**config.mk**
```make
export PLATFORM = sky130hd
export DESIGN_NAME = utf8_decoder_with_replacement_unit
export DESIGN_NICKNAME = d
export VERILOG_FILES = /design/src/rtl/utf8dec_pkg.sv /design/src/rtl/utf8_decoder_with_replacement_unit.sv /design/src/rtl/utf8dec_front.sv /design/src/rtl/utf8dec_queue.sv /design/src/rtl/utf8dec_back.sv
export SDC_FILE = /design/constraint.sdc
export NUM_CORES = 1
export LEC_CHECK = 0
export ABC_AREA = 1
export BUFFER_PORTS_ARGS = -buffer_cell sky130_fd_sc_hd__buf_2
export CAP_MARGIN = 10
export CELL_PAD_IN_SITES_DETAIL_PLACEMENT = 1
export CELL_PAD_IN_SITES_GLOBAL_PLACEMENT = 1
export CORE_AREA = 8 8 129 131
export DETAILED_ROUTE_END_ITERATION = 8
export DIE_AREA = 0 0 137 139
export PLACE_DENSITY = 0.85
export SLEW_MARGIN = 20
export SYNTH_ARGS = -nofsm -noshare
export SYNTH_HDL_FRONTEND = slang
export SYNTH_SLANG_ARGS = --single-unit
```
**constraint.sdc**
```tcl
create_clock -name clk -period 3.9 [get_ports clk]
set_input_delay 0.195 -clock clk [delete_from_list [all_inputs] [get_ports clk]]
set_output_delay 0.195 -clock clk [all_outputs]
set_load 0.02 [all_outputs]
```
**src/rtl/utf8dec_pkg.sv**
```systemverilog
`timescale 1ns / 1ps
// ----------------------------------------------------------------------------
// utf8dec_pkg
// Shared types and constants of the UTF-8 decoder with replacement.
// ----------------------------------------------------------------------------
package utf8dec_pkg;

    localparam int CP_W       = 21;
    localparam int COUNT_W    = 3;

    localparam logic [CP_W-1:0] REPLACEMENT_CP = 21'h00FFFD;
    localparam logic [CP_W-1:0] MAX_SCALAR     = 21'h10FFFF;
    localparam logic [CP_W-1:0] SURR_LO        = 21'h00D800;
    localparam logic [CP_W-1:0] SURR_HI        = 21'h00DFFF;
    localparam logic [CP_W-1:0] MIN_TWO_BYTE   = 21'h000080;
    localparam logic [CP_W-1:0] MIN_THREE_BYTE = 21'h000800;
    localparam logic [CP_W-1:0] MIN_FOUR_BYTE  = 21'h010000;

    localparam logic [7:0] LEAD2_LO = 8'hC2;
    localparam logic [7:0] LEAD2_HI = 8'hDF;
    localparam logic [7:0] LEAD3_LO = 8'hE0;
    localparam logic [7:0] LEAD3_HI = 8'hEF;
    localparam logic [7:0] LEAD4_LO = 8'hF0;
    localparam logic [7:0] LEAD4_HI = 8'hF4;
    localparam logic [5:0] CONT_MASK = 6'h3F;

    // Continuation bytes a lead asks for
    localparam logic [1:0] SEQ_NONE  = 2'd0;
    localparam logic [1:0] SEQ_TWO   = 2'd1;
    localparam logic [1:0] SEQ_THREE = 2'd2;
    localparam logic [1:0] SEQ_FOUR  = 2'd3;

    // One command from front to back: emit count words, all U+FFFD except
    // the last, which carries code.
    typedef struct packed {
        logic [COUNT_W-1:0] count;
        logic [CP_W-1:0]    code;
        logic               eot;
    } cmd_t;

endpackage

```
**src/rtl/utf8_decoder_with_replacement_unit.sv**
```systemverilog
`timescale 1ns / 1ps
// ----------------------------------------------------------------------------
// utf8_decoder_with_replacement_unit
// UTF-8 byte stream in, Unicode code points out, bad input as U+FFFD.
// ----------------------------------------------------------------------------
// Usage:
//   s_axis carries one text byte per word; tlast marks the final byte of the
//   text. m_axis carries one code point per word; tlast marks the last word
//   caused by an input byte, tuser marks the final word of the whole text.
//   A byte that only opens or extends a sequence gives no word; a byte can
//   give up to four words (replacement run on a broken sequence).
// Path: the command for a byte is written into the queue when the byte is
//   taken, then loaded into the output register, which presents the word.
// Throughput: one byte per cycle while each byte yields at most one word and
//   m_axis_tready stays high; a byte yielding several words holds the output
//   side until its run has gone out, and the command queue (QUEUE_DEPTH
//   entries) absorbs the front while it drains.
// Reset: rst_n clears the open sequence, empties the queue and drops any
//   word not yet delivered.
// Stall: with m_axis_tready low, the current word holds; the input keeps
//   taking bytes until the queue fills, then s_axis_tready drops.
// ----------------------------------------------------------------------------
module utf8_decoder_with_replacement_unit
#(
    parameter int QUEUE_DEPTH = 4
)
(
    input  logic        clk,
    input  logic        rst_n,
    input  logic        s_axis_tvalid,
    output logic        s_axis_tready,
    input  logic [7:0]  s_axis_tdata,   // [7:0] data_byte
    input  logic        s_axis_tlast,   // end_of_text
    output logic        m_axis_tvalid,
    input  logic        m_axis_tready,
    output logic [23:0] m_axis_tdata,   // [20:0] code_point, [23:21] zero
    output logic        m_axis_tlast,   // last_of_run
    output logic [0:0]  m_axis_tuser    // [0] text_done
);
    import utf8dec_pkg::*;

    logic        accept;
    logic        push;
    cmd_t        push_cmd;
    logic        full;
    logic        pop;
    logic        head_valid;
    cmd_t        head_cmd;
    logic [20:0] code_point;
    logic        text_done;

    // Take a byte whenever the queue has room for its command
    assign s_axis_tready = !full;
    assign accept        = s_axis_tvalid && s_axis_tready;

    utf8dec_front u_front
    (
        .clk         (clk),
        .rst_n       (rst_n),
        .accept      (accept),
        .data_byte   (s_axis_tdata),
        .end_of_text (s_axis_tlast),
        .push        (push),
        .cmd         (push_cmd)
    );

    utf8dec_queue #(
        .DEPTH (QUEUE_DEPTH)
    ) u_queue
    (
        .clk        (clk),
        .rst_n      (rst_n),
        .push       (push),
        .push_cmd   (push_cmd),
        .full       (full),
        .pop        (pop),
        .head_valid (head_valid),
        .head_cmd   (head_cmd)
    );

    utf8dec_back u_back
    (
        .clk         (clk),
        .rst_n       (rst_n),
        .head_valid  (head_valid),
        .head_cmd    (head_cmd),
        .pop         (pop),
        .out_valid   (m_axis_tvalid),
        .out_ready   (m_axis_tready),
        .code_point  (code_point),
        .last_of_run (m_axis_tlast),
        .text_done   (text_done)
    );

    // Pack the code point into the byte-aligned data word
    assign m_axis_tdata = {3'b000, code_point};
    assign m_axis_tuser = text_done;

endmodule

```
**src/rtl/utf8dec_front.sv**
```systemverilog
`timescale 1ns / 1ps
// ----------------------------------------------------------------------------
// utf8dec_front
// Classify each input byte, track the open sequence and issue a command.
// ----------------------------------------------------------------------------
module utf8dec_front
(
    input  logic                clk,
    input  logic                rst_n,
    input  logic                accept,
    input  logic [7:0]          data_byte,
    input  logic                end_of_text,
    output logic                push,
    output utf8dec_pkg::cmd_t   cmd
);
    import utf8dec_pkg::*;

    logic [1:0]      seq_len_reg, seq_len_next;
    logic [1:0]      collected_reg, collected_next;
    logic [CP_W-1:0] partial_reg, partial_next;

    logic            seq_open;
    logic            is_cont;
    logic [1:0]      col_inc;
    logic [CP_W-1:0] ext_code;
    logic [CP_W-1:0] min_cp;
    logic            bad_cp;
    logic [1:0]      lead_len;
    logic [CP_W-1:0] lead_bits;
    logic [CP_W-1:0] lead_code;
    logic [COUNT_W-1:0] base_count;

    always_comb
    begin
        seq_open = (seq_len_reg != SEQ_NONE);
        is_cont  = (data_byte[7:6] == 2'b10);
        col_inc  = collected_reg + 2'd1;
        ext_code = {partial_reg[CP_W-7:0], data_byte[5:0] & CONT_MASK};

        case (seq_len_reg)
            SEQ_TWO:   min_cp = MIN_TWO_BYTE;
            SEQ_THREE: min_cp = MIN_THREE_BYTE;
            default:   min_cp = MIN_FOUR_BYTE;
        endcase
        bad_cp = (ext_code < min_cp) || (ext_code > MAX_SCALAR) ||
                 ((ext_code >= SURR_LO) && (ext_code <= SURR_HI));

        // Lead decode
        lead_len  = SEQ_NONE;
        lead_bits = '0;
        lead_code = REPLACEMENT_CP;
        if (!data_byte[7])
        begin
            lead_code = {13'd0, data_byte};
        end
        else if ((data_byte >= LEAD2_LO) && (data_byte <= LEAD2_HI))
        begin
            lead_len  = SEQ_TWO;
            lead_bits = {16'd0, data_byte[4:0]};
        end
        else if ((data_byte >= LEAD3_LO) && (data_byte <= LEAD3_HI))
        begin
            lead_len  = SEQ_THREE;
            lead_bits = {17'd0, data_byte[3:0]};
        end
        else if ((data_byte >= LEAD4_LO) && (data_byte <= LEAD4_HI))
        begin
            lead_len  = SEQ_FOUR;
            lead_bits = {18'd0, data_byte[2:0]};
        end

        // Flushing an open sequence gives the lead plus each continuation taken
        base_count = seq_open ? ({1'b0, collected_reg} + 3'd1) : 3'd0;
    end

    always_comb
    begin
        seq_len_next   = seq_len_reg;
        collected_next = collected_reg;
        partial_next   = partial_reg;
        cmd.count      = '0;
        cmd.code       = REPLACEMENT_CP;
        cmd.eot        = end_of_text;
        if (accept)
        begin
            if (seq_open && is_cont)
            begin
                if (col_inc >= seq_len_reg)
                begin
                    cmd.count      = 3'd1;
                    cmd.code       = bad_cp ? REPLACEMENT_CP : ext_code;
                    seq_len_next   = SEQ_NONE;
                    collected_next = '0;
                    partial_next   = '0;
                end
                else if (end_of_text)
                begin
                    cmd.count      = {1'b0, col_inc} + 3'd1;
                    seq_len_next   = SEQ_NONE;
                    collected_next = '0;
                    partial_next   = '0;
                end
                else
                begin
                    collected_next = col_inc;
                    partial_next   = ext_code;
                end
            end
            else
            begin
                seq_len_next   = SEQ_NONE;
                collected_next = '0;
                partial_next   = '0;
                if (lead_len != SEQ_NONE)
                begin
                    if (end_of_text)
                    begin
                        cmd.count = base_count + 3'd1;
                    end
                    else
                    begin
                        cmd.count    = base_count;
                        seq_len_next = lead_len;
                        partial_next = lead_bits;
                    end
                end
                else
                begin
                    cmd.count = base_count + 3'd1;
                    cmd.code  = lead_code;
                end
            end
        end
        push = accept && (cmd.count != '0);
    end

    always_ff @(posedge clk or negedge rst_n)
    begin
        if (!rst_n)
        begin
            seq_len_reg   <= SEQ_NONE;
            collected_reg <= '0;
            partial_reg   <= '0;
        end
        else
        begin
            seq_len_reg   <= seq_len_next;
            collected_reg <= collected_next;
            partial_reg   <= partial_next;
        end
    end

endmodule

```
**src/rtl/utf8dec_queue.sv**
```systemverilog
`timescale 1ns / 1ps
// ----------------------------------------------------------------------------
// utf8dec_queue
// Short command queue between front and back.
// ----------------------------------------------------------------------------
module utf8dec_queue
#(
    parameter int DEPTH = 4
)
(
    input  logic                clk,
    input  logic                rst_n,
    input  logic                push,
    input  utf8dec_pkg::cmd_t   push_cmd,
    output logic                full,
    input  logic                pop,
    output logic                head_valid,
    output utf8dec_pkg::cmd_t   head_cmd
);
    import utf8dec_pkg::*;

    localparam int PTR_W = (DEPTH > 1) ? $clog2(DEPTH) : 1;
    localparam int CNT_W = $clog2(DEPTH + 1);

    cmd_t             mem [DEPTH];
    logic [PTR_W-1:0] wr_ptr_reg, wr_ptr_next;
    logic [PTR_W-1:0] rd_ptr_reg, rd_ptr_next;
    logic [CNT_W-1:0] count_reg, count_next;
    logic             do_pop;

    always_comb
    begin
        full       = (count_reg == CNT_W'(DEPTH));
        head_valid = (count_reg != '0);
        head_cmd   = mem[rd_ptr_reg];
        do_pop     = pop && head_valid;

        wr_ptr_next = wr_ptr_reg;
        rd_ptr_next = rd_ptr_reg;
        count_next  = count_reg;
        if (push)
        begin
            wr_ptr_next = (wr_ptr_reg == PTR_W'(DEPTH - 1)) ? '0 : wr_ptr_reg + 1'b1;
        end
        if (do_pop)
        begin
            rd_ptr_next = (rd_ptr_reg == PTR_W'(DEPTH - 1)) ? '0 : rd_ptr_reg + 1'b1;
        end
        if (push && !do_pop)
        begin
            count_next = count_reg + 1'b1;
        end
        else if (do_pop && !push)
        begin
            count_next = count_reg - 1'b1;
        end
    end

    always_ff @(posedge clk)
    begin
        if (push)
        begin
            mem[wr_ptr_reg] <= push_cmd;
        end
    end

    always_ff @(posedge clk or negedge rst_n)
    begin
        if (!rst_n)
        begin
            wr_ptr_reg <= '0;
            rd_ptr_reg <= '0;
            count_reg  <= '0;
        end
        else
        begin
            wr_ptr_reg <= wr_ptr_next;
            rd_ptr_reg <= rd_ptr_next;
            count_reg  <= count_next;
        end
    end

endmodule

```
**src/rtl/utf8dec_back.sv**
```systemverilog
`timescale 1ns / 1ps
// ----------------------------------------------------------------------------
// utf8dec_back
// Expand each command into its run of code point words.
// ----------------------------------------------------------------------------
module utf8dec_back
(
    input  logic                clk,
    input  logic                rst_n,
    input  logic                head_valid,
    input  utf8dec_pkg::cmd_t   head_cmd,
    output logic                pop,
    output logic                out_valid,
    input  logic                out_ready,
    output logic [20:0]         code_point,
    output logic                last_of_run,
    output logic                text_done
);
    import utf8dec_pkg::*;

    logic               valid_reg, valid_next;
    logic [COUNT_W-1:0] remain_reg, remain_next;
    logic [CP_W-1:0]    code_reg, code_next;
    logic               eot_reg, eot_next;
    logic               advance;

    always_comb
    begin
        out_valid   = valid_reg;
        last_of_run = (remain_reg == 3'd1);
        code_point  = last_of_run ? code_reg : REPLACEMENT_CP;
        text_done   = last_of_run && eot_reg;

        // Load the next command once the current run has gone out
        advance = !valid_reg || (out_ready && last_of_run);
        pop     = advance && head_valid;

        valid_next  = valid_reg;
        remain_next = remain_reg;
        code_next   = code_reg;
        eot_next    = eot_reg;
        if (advance)
        begin
            valid_next  = head_valid;
            remain_next = head_cmd.count;
            code_next   = head_cmd.code;
            eot_next    = head_cmd.eot;
        end
        else if (out_ready)
        begin
            remain_next = remain_reg - 3'd1;
        end
    end

    always_ff @(posedge clk or negedge rst_n)
    begin
        if (!rst_n)
        begin
            valid_reg  <= 1'b0;
            remain_reg <= '0;
        end
        else
        begin
            valid_reg  <= valid_next;
            remain_reg <= remain_next;
        end
    end

    always_ff @(posedge clk)
    begin
        code_reg <= code_next;
        eot_reg  <= eot_next;
    end

endmodule

```
After elaboration in Yosys (flattened, before gate mapping) --
Memory sizes are Yosys's and may differ from the RTL's. Cells that the tools add are included.
Storage, ports and cells: bits in writable memories 100, output and inout port bits 28, logic and storage cells 108, memories kept 1, bits of input ports 13, bits in read-only memories 0, bits in registers 52, bits in latches 0
Memories:
- u_queue.mem | depth 4, bits a word 25, read ports 1, clocked after memory_dff 0, write ports 1, RTL line utf8dec_queue.sv:25 | cmd_t mem [DEPTH];
Cells by class: bitwise logic cells 0, equality and inequality tests 8, div/mod/pow operators 0, order comparisons 11, multiply operators 0, shifts and indexed selects 0, muxes and demuxes 42, reduce and logical (&&, ||, !) cells 27, add/subtract/negate cells 9
Operators by type and width (number):
- $mux 15 | 7
- $mux 21 | 3
- $mux 24 | 2
- $pmux 17 s2 | 1
- $mux 16 | 2
- $mux 3 | 10
- $mux 2 | 14
- $ge 8x8->1 const B | 3
- $le 8x8->1 const B | 3
- $ge 21x16->1 const B | 1
- $gt 21x21->1 const B | 1
- $le 21x16->1 const B | 1
- $lt 21x17->1 | 1
- $logic_and 1x1->1 | 13
- $eq 2x2->1 const B | 4
- $reduce_bool 2->1 | 4
- $add 2x1->2 const B | 3
- $add 2x1->3 const B | 2
- $add 3x1->3 const B | 2
- $reduce_bool 3->1 | 2
- $sub 3x1->3 const B | 2
- $logic_not 1->1 | 4
- $mux 4 | 1
- $eq 3x1->1 const B | 1
- 7 further kinds | 10

Depth between registers and ports, before layout --
Gate-level depths: netlist of the first run.
depth after elaboration 16, gate-level depth with buffers 20, depth with buffers taken out 20

By module --
A second synthesis of the first run with hierarchy kept.
Unflattened totals: cell total of the unflattened synthesis 688, area, all modules 7190.6 µm²
By module, submodules not included:
- utf8dec_queue | sequential area each 3178.0 µm², times used 1, cells each 346, area an instance 4419.2 µm²
- utf8dec_front | sequential area each 475.5 µm², times used 1, cells each 243, area an instance 1600.3 µm²
- utf8dec_back | sequential area each 760.7 µm², times used 1, cells each 92, area an instance 1131.1 µm²
- utf8_decoder_with_replacement_unit | sequential area each 0.0 µm², times used 1, cells each 7, area an instance 40.0 µm²

Least setup slack after synthesis of the first run --
OpenSTA, ideal clock, no wires.
path type register to register, start reg u_front.collected_reg[0], end reg u_queue.count_reg[2], arrival time 2.865 ns, buffers on the path 0, required time 3.769 ns, stages on the path, launching flop included 16, slack 0.904 ns, clock period less this slack 2.996 ns, setup time 0.131 ns, cells stage by stage dfrtp_1 -> inv_1 -> ha_1 -> inv_1 -> ha_1 -> a21oi_4 -> nand3_1 -> a21oi_1 -> nand2_2 -> nand3_4 -> ha_1 -> inv_1 -> fa_1 -> a21oi_1 -> o21ai_0 -> xor2_1
On the way: longest elaborated chain between the ends 12, elaborated cells on any way between the ends 19
Ends and longest elaborated chain:
- start, declared | RTL line utf8dec_front.sv:19 | logic [1:0] collected_reg, collected_next;
- start signal, assigned | RTL line utf8dec_front.sv:148 | collected_reg <= collected_next;
- $add 2x1->3 | RTL line utf8dec_front.sv:73 | base_count = seq_open ? ({1'b0, collected_reg} + 3'd1) : 3'd0;
- $mux 3 | RTL line utf8dec_front.sv:73
- $add 3x1->3 | RTL line utf8dec_front.sv:118, utf8dec_front.sv:129
- $mux 3 | RTL line utf8dec_front.sv:116 | if (end_of_text)
- $mux 3 | RTL line utf8dec_front.sv:114 | if (lead_len != SEQ_NONE)
- $mux 24 * | RTL line utf8dec_front.sv:86 | if (seq_open && is_cont)
- $mux 24 * | RTL line utf8dec_front.sv:84 | if (accept)
- $reduce_bool 3->1 * | RTL line utf8dec_front.sv:134 | push = accept && (cmd.count != '0);
- $logic_and 1x1->1 * | RTL line utf8dec_front.sv:134
- net push | RTL line utf8_decoder_with_replacement_unit.sv:43 | logic push;
- $logic_not 1->1 | RTL line utf8dec_queue.sv:53 | else if (do_pop && !push)
- $logic_and 1x1->1 | RTL line utf8dec_queue.sv:53
- $reduce_bool 2->1 (no line)
- end signal, assigned | RTL line utf8dec_queue.sv:79 | count_reg <= count_next;
- end, declared | RTL line utf8dec_queue.sv:28 | logic [CNT_W-1:0] count_reg, count_next;
The timed path passes the listed nets; every way through them passes the cells marked *. A chain may end at the register's enable or synchronous reset.

Worst setup path in the final report of the first run --
Ends and elaborated chain as after synthesis.

==> impl_metrics.csv, run 1 <==
group,metric,value,unit
yosys,synth_cells,652,
global_routing,grt_pass1_vias,5354,
placement,portBuffers,37,
drt,routedWlPerCell,20.5,um
placement,post-dp-hpwl,11.9,mm
sta,tns,0,ns
clock_network,cts_tree,"yes",
worst_hold_path,hold_class,"input port to register",
outcome,outcome,"completed",
global_routing,grt_max_degree,55,
global_routing,grt_pass1_wl,29.0,mm
power,power_density,724,nW/um^2
drt,routed_wl,18.3,mm
yosys,avgSynthCellArea,10.8,sq um
layout,nets,724,
clock_network,clockBufferDepth,2,
floorplan,dieArea,19000,sq um
placement,dp.cells,860,
yosys,ys_seq_area_frac,0.626,
clock_network,cts_resized,0,
global_routing,grt_usage,0.199,
setup_path,critPathCaptureType,"register",
clock_network,clk_pin_slew,0.06,ns
floorplan,start_util,0.478,
global_routing,overflow,0,
yosys,yosysWarnings,0,
yosys,synth_most_common_cell,"edfxtp_1",
yosys,yosysTopAreaCell,"edfxtp_1",
clock_network,cts_setup_buffers,0,
yosys,synth_commonest_cells,"edfxtp_1, nand2_1, o21ai_0, nor2_1, inv_1",
global_routing,antenna_found_initial,0,
floorplan,rows,45,
power,p_leak,3.19,nW
layout,stdcell_count,893,
sta,worst_pin_slew,0.851,ns
sta,period_needed,3.54,ns
setup_path,critPathMaxFanout,16,
sta,slew_violations,0,
sta,rsz0062_at_grt,"false",
clock_network,cts.sinks,152,
sta,post-route-period-util,0.908,
yosys,synth_cell_types,41,
yosys,ys.flop_type,"edfxtp_1",
floorplan,fp.dieW,137,um
clock_network,clockRootBuffer,"clkbuf_16",
clock_network,h-tree-depth,4,
floorplan,io_pins,41,
setup_path,cp.required,4.20,ns
drt,route.detailed.drc,0,
layout,n_antenna_cell,0,
drt,first_pass_iters,5,
layout,largest_reg_flops,100,
power,p_total,0.00582,W
sta,hold_violations,0,
yosys,yosysTopAreaCellShare,0.520,
setup_path,critical_path_class,"register to register",
yosys,synth_area,7050,sq um
drt,ant_nets,0,
setup_path,worst_setup_path_start_kind,"register",
layout,layout-drive-gt1-share,0.182,
sta,max-slew-margin-rel,0.432,
power,vdd_drop_max,0.354,mV
drt,drtIter0Drc,358,
sta,skew,0.0111,ns
clock_network,cts_inserted_buffers,17,
yosys,synthArstFlopShare,0.197,
drt,vias_per_cell,5.59,
drt,vias,4996,
layout,syn2layout_area_growth,14.2,%
yosys,synth_area_leaders,"edfxtp_1, dfrtp_1, o21ai_0, nand2_1, nor2_1",
flow_run,maxCapViolations,0,
sta,fmax,0.282,GHz
setup_path,arrival,3.84,ns
placement,gp_congestion,0.874,
sta,setup_viol,0,
yosys,synth-seq-cells,152,
clock_network,clk_latency,0.43,ns
floorplan,die_h,139,um
yosys,synth_edf_count,122,
clock_network,postCtsHoldBufs,1,
floorplan,coreArea,14800,sq um
## report_power, final
group	internal, W	total (W)	switching (W)
Sequential	0.00230	0.00243	0.000137
Clock	0.00107	0.00173	0.000660
Combinational	0.000465	0.00166	0.00119
## worst max-delay path: stages (launching register included)
cell and delay (ns):
dfrtp_1 0.53, inv_1 0.11, ha_1 0.38, inv_1 0.06, ha_1 0.32, a21oi_4 0.11
inv_1 0.35, nor3_1 0.09, nor2_1 0.19, nand2_4 0.10, nand3_4 0.10, ha_1 0.17
inv_1 0.07, fa_1 0.39, a21oi_1 0.14, o21ai_0 0.12, xor2_1 0.16
## metal layers
layer  vias to the layer above  global-route usage  share of wire
met3                        26              0.0402          0.049
met2                       129               0.343           0.52
met1                      2516               0.239           0.41
met4                         0              0.0732          0.020
met5                         -                   0              0
li1                       2325                   -              -
## final timing paths
path | cells after the start | to | from | slack, ns
max in group asynchronous | 2 | u_front.partial_reg[10]$_DFFE_PN0P_ | rst_n | 2.94
max | 16 | u_queue.count_reg[2]$_DFFE_PN0P_ | u_front.collected_reg[0]$_DFFE_PN0P_ | 0.36
min | 3 | u_front.partial_reg[0]$_DFFE_PN0P_ | s_axis_tdata[0] | 0.08
min in group asynchronous | 2 | u_back.remain_reg[0]$_DFFE_PN0P_ | rst_n | 0.41
min reg2reg | 1 | u_queue.count_reg[0]$_DFFE_PN0P_ | u_queue.count_reg[0]$_DFFE_PN0P_ | 0.54
max reg2reg | 16 | u_queue.count_reg[2]$_DFFE_PN0P_ | u_front.collected_reg[0]$_DFFE_PN0P_ | 0.36
## final cells by class
class                      count  area, sq um
timing repair buffer          49          278
fill                        1602         6710
tap                          188          235
inverter                      70          263
multi-input combinational    402         2220
clock buffer                  25          562
clock inverter                 7         75.1
sequential                   152         4410
## kinds of logic (layout without fill, tap and decap cells)
logic type / Yosys count / after routing / share of synthesized area
buffers and inverters: 100 / 151 / 0.0597
adders and majority gates: 19 / 19 / 0.0348
DFF: 152 / 152 / 0.626
other: 1 / 3 / 0.000532
AOI/OAI and AO/OA: 138 / 138 / 0.118
xor gates and xnor gates: 4 / 4 / 0.00497
and+or+nand+nor: 238 / 238 / 0.155
## through the flow
step,util,cell area [sq um],worst slack [ns],hold WS [ns]
4_1_cts,0.545,8050,0.337,0.0707
2_1_floorplan,-,7050,0.904,-0.101
6_report,0.545,8050,0.360,0.0829
3_5_place_dp,0.502,7400,0.434,0.352
5_1_grt,0.545,8050,0.162,0.112
3_3_place_gp,0.502,7400,0.608,0.322
## cells in the final DEF, fill, tap and decap left out, drive strengths merged
| master | synthesis | final |
|---|---|---|
| xnor2 | 1 | 1 |
| nor4 | 3 | 3 |
| bufinv | 0 | 1 |
| buf | 13 | 48 |
| dfrtp | 30 | 30 |
| a22oi | 2 | 2 |
| nor2 | 77 | 77 |
| o21ai | 81 | 81 |
| inv | 70 | 70 |
| a211oi | 1 | 1 |
| and2 | 1 | 1 |
| clkbuf | 17 | 25 |
| nand3b | 1 | 1 |
| ha | 18 | 18 |
| dlygate4sd3 | 0 | 1 |
| nand4 | 10 | 10 |
| a21oi | 16 | 16 |
| nor3 | 5 | 5 |
| o22ai | 35 | 35 |
| nand2 | 103 | 103 |
| nand3 | 21 | 21 |
| xor2 | 3 | 3 |
| conb | 1 | 3 |
| edfxtp | 122 | 122 |
| a31oi | 2 | 2 |
| fa | 1 | 1 |
| o221ai | 1 | 1 |
| clkinv | 0 | 6 |
| or2 | 17 | 17 |
(Power assumes the default switching activity.)
==> run 2, diff against run 1 <==
--- a/config.mk
+++ b/config.mk
@@ -5,15 +5,14 @@
 export SDC_FILE = /design/constraint.sdc
 export NUM_CORES = 1
 export LEC_CHECK = 0
-export ABC_AREA = 1
 export BUFFER_PORTS_ARGS = -buffer_cell sky130_fd_sc_hd__buf_2
 export CAP_MARGIN = 10
 export CELL_PAD_IN_SITES_DETAIL_PLACEMENT = 1
 export CELL_PAD_IN_SITES_GLOBAL_PLACEMENT = 1
-export CORE_AREA = 8 8 129 131
+export CORE_AREA = 8 8 124 126
 export DETAILED_ROUTE_END_ITERATION = 8
-export DIE_AREA = 0 0 137 139
-export PLACE_DENSITY = 0.85
+export DIE_AREA = 0 0 132 134
+export PLACE_DENSITY = 0.83
 export SLEW_MARGIN = 20
 export SYNTH_ARGS = -nofsm -noshare
 export SYNTH_HDL_FRONTEND = slang
==> run 2 against run 1 <==
  * Final cell count is 24% lower
  * Sequential cell count stayed put
  * Non-clock buffer count is 2 higher
  * Combinational power is 31% lower
  * Core utilization is 2.1 points higher
  * Largest power group unchanged
  * Total power is 13% lower
==> impl_metrics.csv, run 2 <==
group,metric,value,unit
layout,largest_reg_flops,100,
drt,vias,3853,
sta,max-slew-margin-rel,0.279,
yosys,ys.flop_type,"edfxtp_1",
yosys,synth_commonest_cells,"edfxtp_1, dfrtp_1, inv_1, mux4_2",
clock_network,cts.sinks,152,
layout,nFillCells,1310,
sta,setup_viol,0,
drt,first_pass_iters,4,
power,p_leak,2.76,nW
sta,slew_violations,0,
setup_path,critPathCaptureType,"register",
yosys,synth_cell_types,59,
drt,routedWlPerCell,22.1,um
placement,portBuffers,37,
yosys,synth-seq-cells,152,
clock_network,cts_setup_buffers,0,
outcome,outcome,"completed",
power,p_total,0.00509,W
layout,nets,515,
clock_network,clockBufferDepth,2,
setup_path,startpoint,"u_front.collected_reg[0]$_DFFE_PN0P_",
drt,drtIter0Drc,234,
setup_path,cp_cell_sequence,"inv_1, ha_1, inv_1, ha_1, a21oi_2, a31o_2, o2111ai_1, o311ai_4, ha_1, inv_1, fa_1, xor2_1, nor2_1, xor2_1",
clock_network,cts_inserted_buffers,17,
yosys,synthArstFlopShare,0.197,
setup_path,r2r.worst_path.cells,14,
sta,hold_violations,0,
setup_path,r2r-end,"u_queue.count_reg[2]$_DFFE_PN0P_",
drt,route.detailed.drc,0,
sta,tns,0,ns
sta,worst_pin_slew,1.08,ns
clock_network,clk_pin_slew,0.07,ns
global_routing,grt_usage,0.178,
yosys,ys_seq_area_frac,0.665,
worst_hold_path,hold_class,"input port to register",
setup_path,cp.required,4.25,ns
flow_run,maxCapViolations,0,
sta,rsz0062_at_grt,"false",
sta,setup_slack,0.266,ns
layout,syn2layout_area_growth,15.4,%
layout,n_antenna_cell,0,
sta,post-route-period-util,0.932,
yosys,synth_cells,431,
floorplan,dieArea,17700,sq um
yosys,synth_area_leaders,"edfxtp_1, dfrtp_1, mux4_2, ha_1, nand2b_1",
sta,skew,0.0146,ns
setup_path,critPathMaxFanout,7,
floorplan,io_pins,41,
placement,post-place-ws,0.136,ns
setup_path,critical_path_class,"register to register",
drt,vias_per_cell,5.70,
floorplan,fp.dieW,132,um
setup_path,critPathCapture,"u_queue.count_reg[2]$_DFFE_PN0P_",
global_routing,grt_pass1_vias,4303,
setup_path,slowest_stage,"dfrtp_1",
drt,ant_nets,0,
placement,gp_congestion,0.806,
layout,layout-drive-gt1-share,0.254,
yosys,yosysTopAreaCell,"edfxtp_1",
layout,layout_common_cells,"edfxtp_1, buf_2, dfrtp_1",
yosys,yosysWarnings,0,
yosys,yosysTopAreaCellShare,0.552,
drt,routed_wl,15.0,mm
clock_network,clk_latency,0.43,ns
yosys,avgSynthCellArea,15.4,sq um
setup_path,r2r_start,"u_front.collected_reg[0]$_DFFE_PN0P_",
yosys,synth_most_common_cell,"edfxtp_1",
setup_path,r2r_slack,0.27,ns
sta,fmax,0.275,GHz
global_routing,grt_max_degree,31,
yosys,synth_area,6640,sq um
global_routing,antenna_found_initial,0,
power,power_density,664,nW/um^2
floorplan,rows,43,
floorplan,die_h,134,um
yosys,synth_edf_count,122,
clock_network,cts_tree,"yes",
worst_hold_path,hold_path_depth,3,
setup_path,arrival,3.98,ns
floorplan,start_util,0.491,
global_routing,grt_pass1_wl,24.1,mm
setup_path,max_stage_delay,0.43,ns
clock_network,clockRootBuffer,"clkbuf_16",
sta,period_needed,3.63,ns
layout,final_common_cell,"edfxtp_1",
power,vdd_drop_max,0.317,mV
setup_path,worst_setup_path_start_kind,"register",
layout,final_core_util,0.567,
global_routing,overflow,0,
placement,post-dp-hpwl,9.48,mm
clock_network,h-tree-depth,4,
floorplan,coreArea,13500,sq um
[run 2: critical path, delay by kind of cell, from the launching register on]
family,cells,cell delay [ns]
adders and majority gates,4,1.34
xor gates and xnor gates,2,0.33
and+or+nand+nor,1,0.12
buffers and inverters,3,0.24
DFF,1,0.43
AOI/OAI and AO/OA,4,1.10
[run 2: kinds of logic after synthesis]
logic type,Yosys count,share of synthesized area
multiplexers,30,0.0945
other,1,0.000565
XOR/XNOR,4,0.00528
buffers and inverters,46,0.0307
adder cells (fa/ha/maj),19,0.0370
flip-flops,152,0.665
AO/OA/AOI/OAI,74,0.0784
AND/OR/NAND/NOR,105,0.0884
[run 2: power breakdown]
group / switching (W) / internal [W] / total (W)
combinational: 0.000638 / 0.000516 / 0.00115
sequential: 0.000172 / 0.00213 / 0.00230
clock: 0.000677 / 0.000955 / 0.00163
[run 2: repair_timing]
action | CTS | global route
resized for setup | 0 | 1
hold buffers | 2 | 0
setup endpoints to repair | 0 | 2
hold endpoints to repair | 31 | 0
[run 2: metrics by stage]
step	hold slack (ns)	instance area, sq um	instances
after floorplan	-0.101	6640	433
after global placement	0.286	7040	642
after detailed placement	0.308	7040	642
after CTS	0.0552	7650	676
after global routing	0.0840	7660	676
final	0.0670	7660	676
[run 2: layer usage]
metal / GRT usage / wire (um) / vias up
li1: - / - / 1732
met4: 0.0721 / 248 / 0
met5: 0 / 0 / -
met1: 0.202 / 6190 / 2011
met2: 0.315 / 7830 / 89
met3: 0.0445 / 703 / 21
[run 2: layout make-up]
| class | count | area (sq um) | area share |
|---|---|---|---|
| clock buffers | 17 | 425 | 0.0556 |
| multi-input cells | 235 | 2030 | 0.265 |
| clock inverters | 15 | 168 | 0.0219 |
| repair buffers | 51 | 295 | 0.0386 |
| inverters | 26 | 97.6 | 0.0127 |
| flip-flops and latches | 152 | 4420 | 0.577 |
| well taps | 180 | 225 | 0.0294 |
[run 2: worst min-delay path by stage]
stage / to / from / slack [ns]
after floorplan: u_back.out_valid$_DFFE_PN0N_ / rst_n / -0.10
after global placement: u_back.remain_reg[1]$_DFFE_PN0P_ / rst_n / 0.29
after detailed placement: u_back.remain_reg[1]$_DFFE_PN0P_ / rst_n / 0.31
after CTS: u_front.partial_reg[0]$_DFFE_PN0P_ / s_axis_tdata[0] / 0.06
after global routing: u_front.partial_reg[0]$_DFFE_PN0P_ / s_axis_tdata[0] / 0.08
final: u_front.partial_reg[0]$_DFFE_PN0P_ / s_axis_tdata[0] / 0.07
==> run 3, diff against run 2 <==
--- a/config.mk
+++ b/config.mk
@@ -13,6 +13,7 @@
 export DETAILED_ROUTE_END_ITERATION = 8
 export DIE_AREA = 0 0 132 134
 export PLACE_DENSITY = 0.83
+export REMOVE_ABC_BUFFERS = 1
 export SLEW_MARGIN = 20
 export SYNTH_ARGS = -nofsm -noshare
 export SYNTH_HDL_FRONTEND = slang
==> run 3 against run 2 <==
  * Sequential power is essentially flat
  * Core utilization shrank 0.19 points
  * Worst hold slack gained 0.036 ns
  * Critical path type unchanged
  * Largest cell class unchanged
  * Highest routed layer unchanged
==> impl_metrics.csv, run 3 (synthesis results as in run 2) <==
group,metric,value,unit
setup_path,worst_setup_path_start_kind,"register",
setup_path,r2r_start,"u_front.collected_reg[0]$_DFFE_PN0P_",
floorplan,rows,43,
floorplan,start_util,0.491,
floorplan,coreArea,13500,sq um
sta,slew_violations,0,
sta,period_needed,3.54,ns
drt,vias_per_cell,5.77,
setup_path,critPathMaxFanout,5,
setup_path,arrival,3.89,ns
setup_path,critPathCaptureType,"register",
placement,post-dp-hpwl,9.29,mm
setup_path,startpoint,"u_front.collected_reg[0]$_DFFE_PN0P_",
clock_network,cts_tree,"yes",
sta,rsz0062_at_grt,"false",
setup_path,critical_path_class,"register to register",
floorplan,fp.dieW,132,um
clock_network,clk_pin_slew,0.06,ns
power,power_frac_comb,0.231,
power,power_density,661,nW/um^2
layout,final_common_cell,"edfxtp_1",
sta,max-slew-margin-rel,0.428,
setup_path,r2r.worst_path.cells,14,
power,clkPwrFrac,0.319,
clock_network,cts_setup_buffers,0,
power,p_total,0.00504,W
global_routing,overflow,0,
sta,setup_viol,0,
placement,post-place-ws,0.281,ns
clock_network,clockBufferDepth,2,
global_routing,grt_usage,0.178,
flow_run,maxCapViolations,0,
layout,nFillCells,1315,
drt,routed_wl,15.0,mm
clock_network,cts.sinks,152,
setup_path,cp.required,4.25,ns
layout,layout-drive-gt1-share,0.245,
clock_network,cts_inserted_buffers,17,
power,cellInternalPower,0.00359,W
power,p_seq_frac,0.451,
layout,final-seq-area,4410,sq um
worst_hold_path,hold_class,"input port to register",
sta,post-route-period-util,0.909,
sta,skew,0.0111,ns
global_routing,grt_pass1_wl,24.1,mm
floorplan,die_h,134,um
sta,hold_violations,0,
power,power.share.switching,0.289,
global_routing,grt_max_degree,31,
clock_network,h-tree-depth,4,
setup_path,cp_cell_sequence,"inv_1, ha_1, inv_1, ha_1, a21oi_2, a31o_2, o2111ai_1, o311ai_4, ha_1, inv_1, fa_1, xor2_1, nor2_1, xor2_1",
drt,vias,3897,
sta,worst_pin_slew,0.859,ns
setup_path,r2r_slack,0.36,ns
power,p_leak,2.75,nW
setup_path,slowest_stage,"dfrtp_1",
power,p_switching,0.00146,W
setup_path,max_stage_delay,0.43,ns
sta,tns,0,ns
clock_network,clk_latency,0.42,ns
drt,routedWlPerCell,22.3,um
drt,first_pass_iters,5,
floorplan,io_pins,41,
outcome,outcome,"completed",
global_routing,grt_pass1_vias,4248,
power,vdd_drop_max,0.359,mV
clock_network,clockRootBuffer,"clkbuf_16",
drt,drtIter0Drc,346,
sta,setup_slack,0.356,ns
placement,portBuffers,37,
global_routing,antenna_found_initial,1,
drt,route.detailed.drc,0,
placement,gp_congestion,0.849,
layout,syn2layout_area_growth,15.0,%
layout,nets,513,
sta,fmax,0.282,GHz
layout,largest_reg_flops,100,
layout,layout_common_cells,"edfxtp_1, buf_2, dfrtp_1",
setup_path,critPathCapture,"u_queue.count_reg[2]$_DFFE_PN0P_",
drt,ant_nets,0,
setup_path,r2r-end,"u_queue.count_reg[2]$_DFFE_PN0P_",
floorplan,dieArea,17700,sq um
layout,multi_input_comb_area,2030,sq um
[run 3: power by group through the flow]
stage          logic (W)  registers, W  clock network [W]
2_1_floorplan   0.000762       0.00231                  0
3_3_place_gp     0.00111       0.00227                  0
3_5_place_dp     0.00117       0.00231                  0
4_1_cts          0.00118       0.00228            0.00163
5_1_grt          0.00127       0.00230            0.00169
6_report         0.00116       0.00227            0.00161
[run 3: worst min path at each step]
stage                          startpoint                                  to  slack, ns  depth (start not counted)
after floorplan                     rst_n        u_back.out_valid$_DFFE_PN0N_      -0.10                          0
after global placement              rst_n    u_back.remain_reg[0]$_DFFE_PN0P_       0.29                          1
final                     s_axis_tdata[2]  u_front.partial_reg[2]$_DFFE_PN0P_       0.10                          3
after global routing      s_axis_tdata[2]  u_front.partial_reg[2]$_DFFE_PN0P_       0.13                          3
after detailed placement            rst_n    u_back.remain_reg[0]$_DFFE_PN0P_       0.31                          1
after CTS                 s_axis_tdata[2]  u_front.partial_reg[2]$_DFFE_PN0P_       0.09                          3
[run 3: area by class of cell]
type                    count  share of cell area
flip-flops and latches    152               0.578
multi-input cells         235               0.266
clock buffers              19              0.0567
repair buffers             49              0.0367
well taps                 180              0.0295
clock inverters            13              0.0192
inverters                  26              0.0128
diodes                      1            0.000328
[run 3: critical path: cells and delay by family, from the launching register on]
kind / cells / cell delay [ns]
XOR/XNOR: 2 / 0.32
AO/OA/AOI/OAI: 4 / 1.01
AND/OR/NAND/NOR: 1 / 0.13
buffers and inverters: 3 / 0.25
flip-flops: 1 / 0.43
adder cells (fa/ha/maj): 4 / 1.32
[run 3: timing repair]
action | in CTS | in global routing
hold buffers | 2 | 0
endpoints found under the setup margin | 0 | 1
hold endpoints to repair | 31 | 0
resized for setup | 0 | 1
[run 3: layer usage]
metal / up-vias / global-route usage / part of all wire
met5: - / 0 / 0
met4: 0 / 0.0791 / 0.020
met3: 22 / 0.0381 / 0.045
met2: 128 / 0.306 / 0.52
met1: 2018 / 0.212 / 0.42
li1: 1729 / - / -
[run 3: through the flow]
stage                     cell area [sq um]  hold slack (ns)   util  std cells
after CTS                              7620           0.0919  0.564        674
after detailed placement               7020            0.306  0.520        640
final                                  7630            0.103  0.565        675
after floorplan                        6540           -0.101      -        413
after global routing                   7630            0.132  0.565        675
after global placement                 7020            0.287  0.520        640
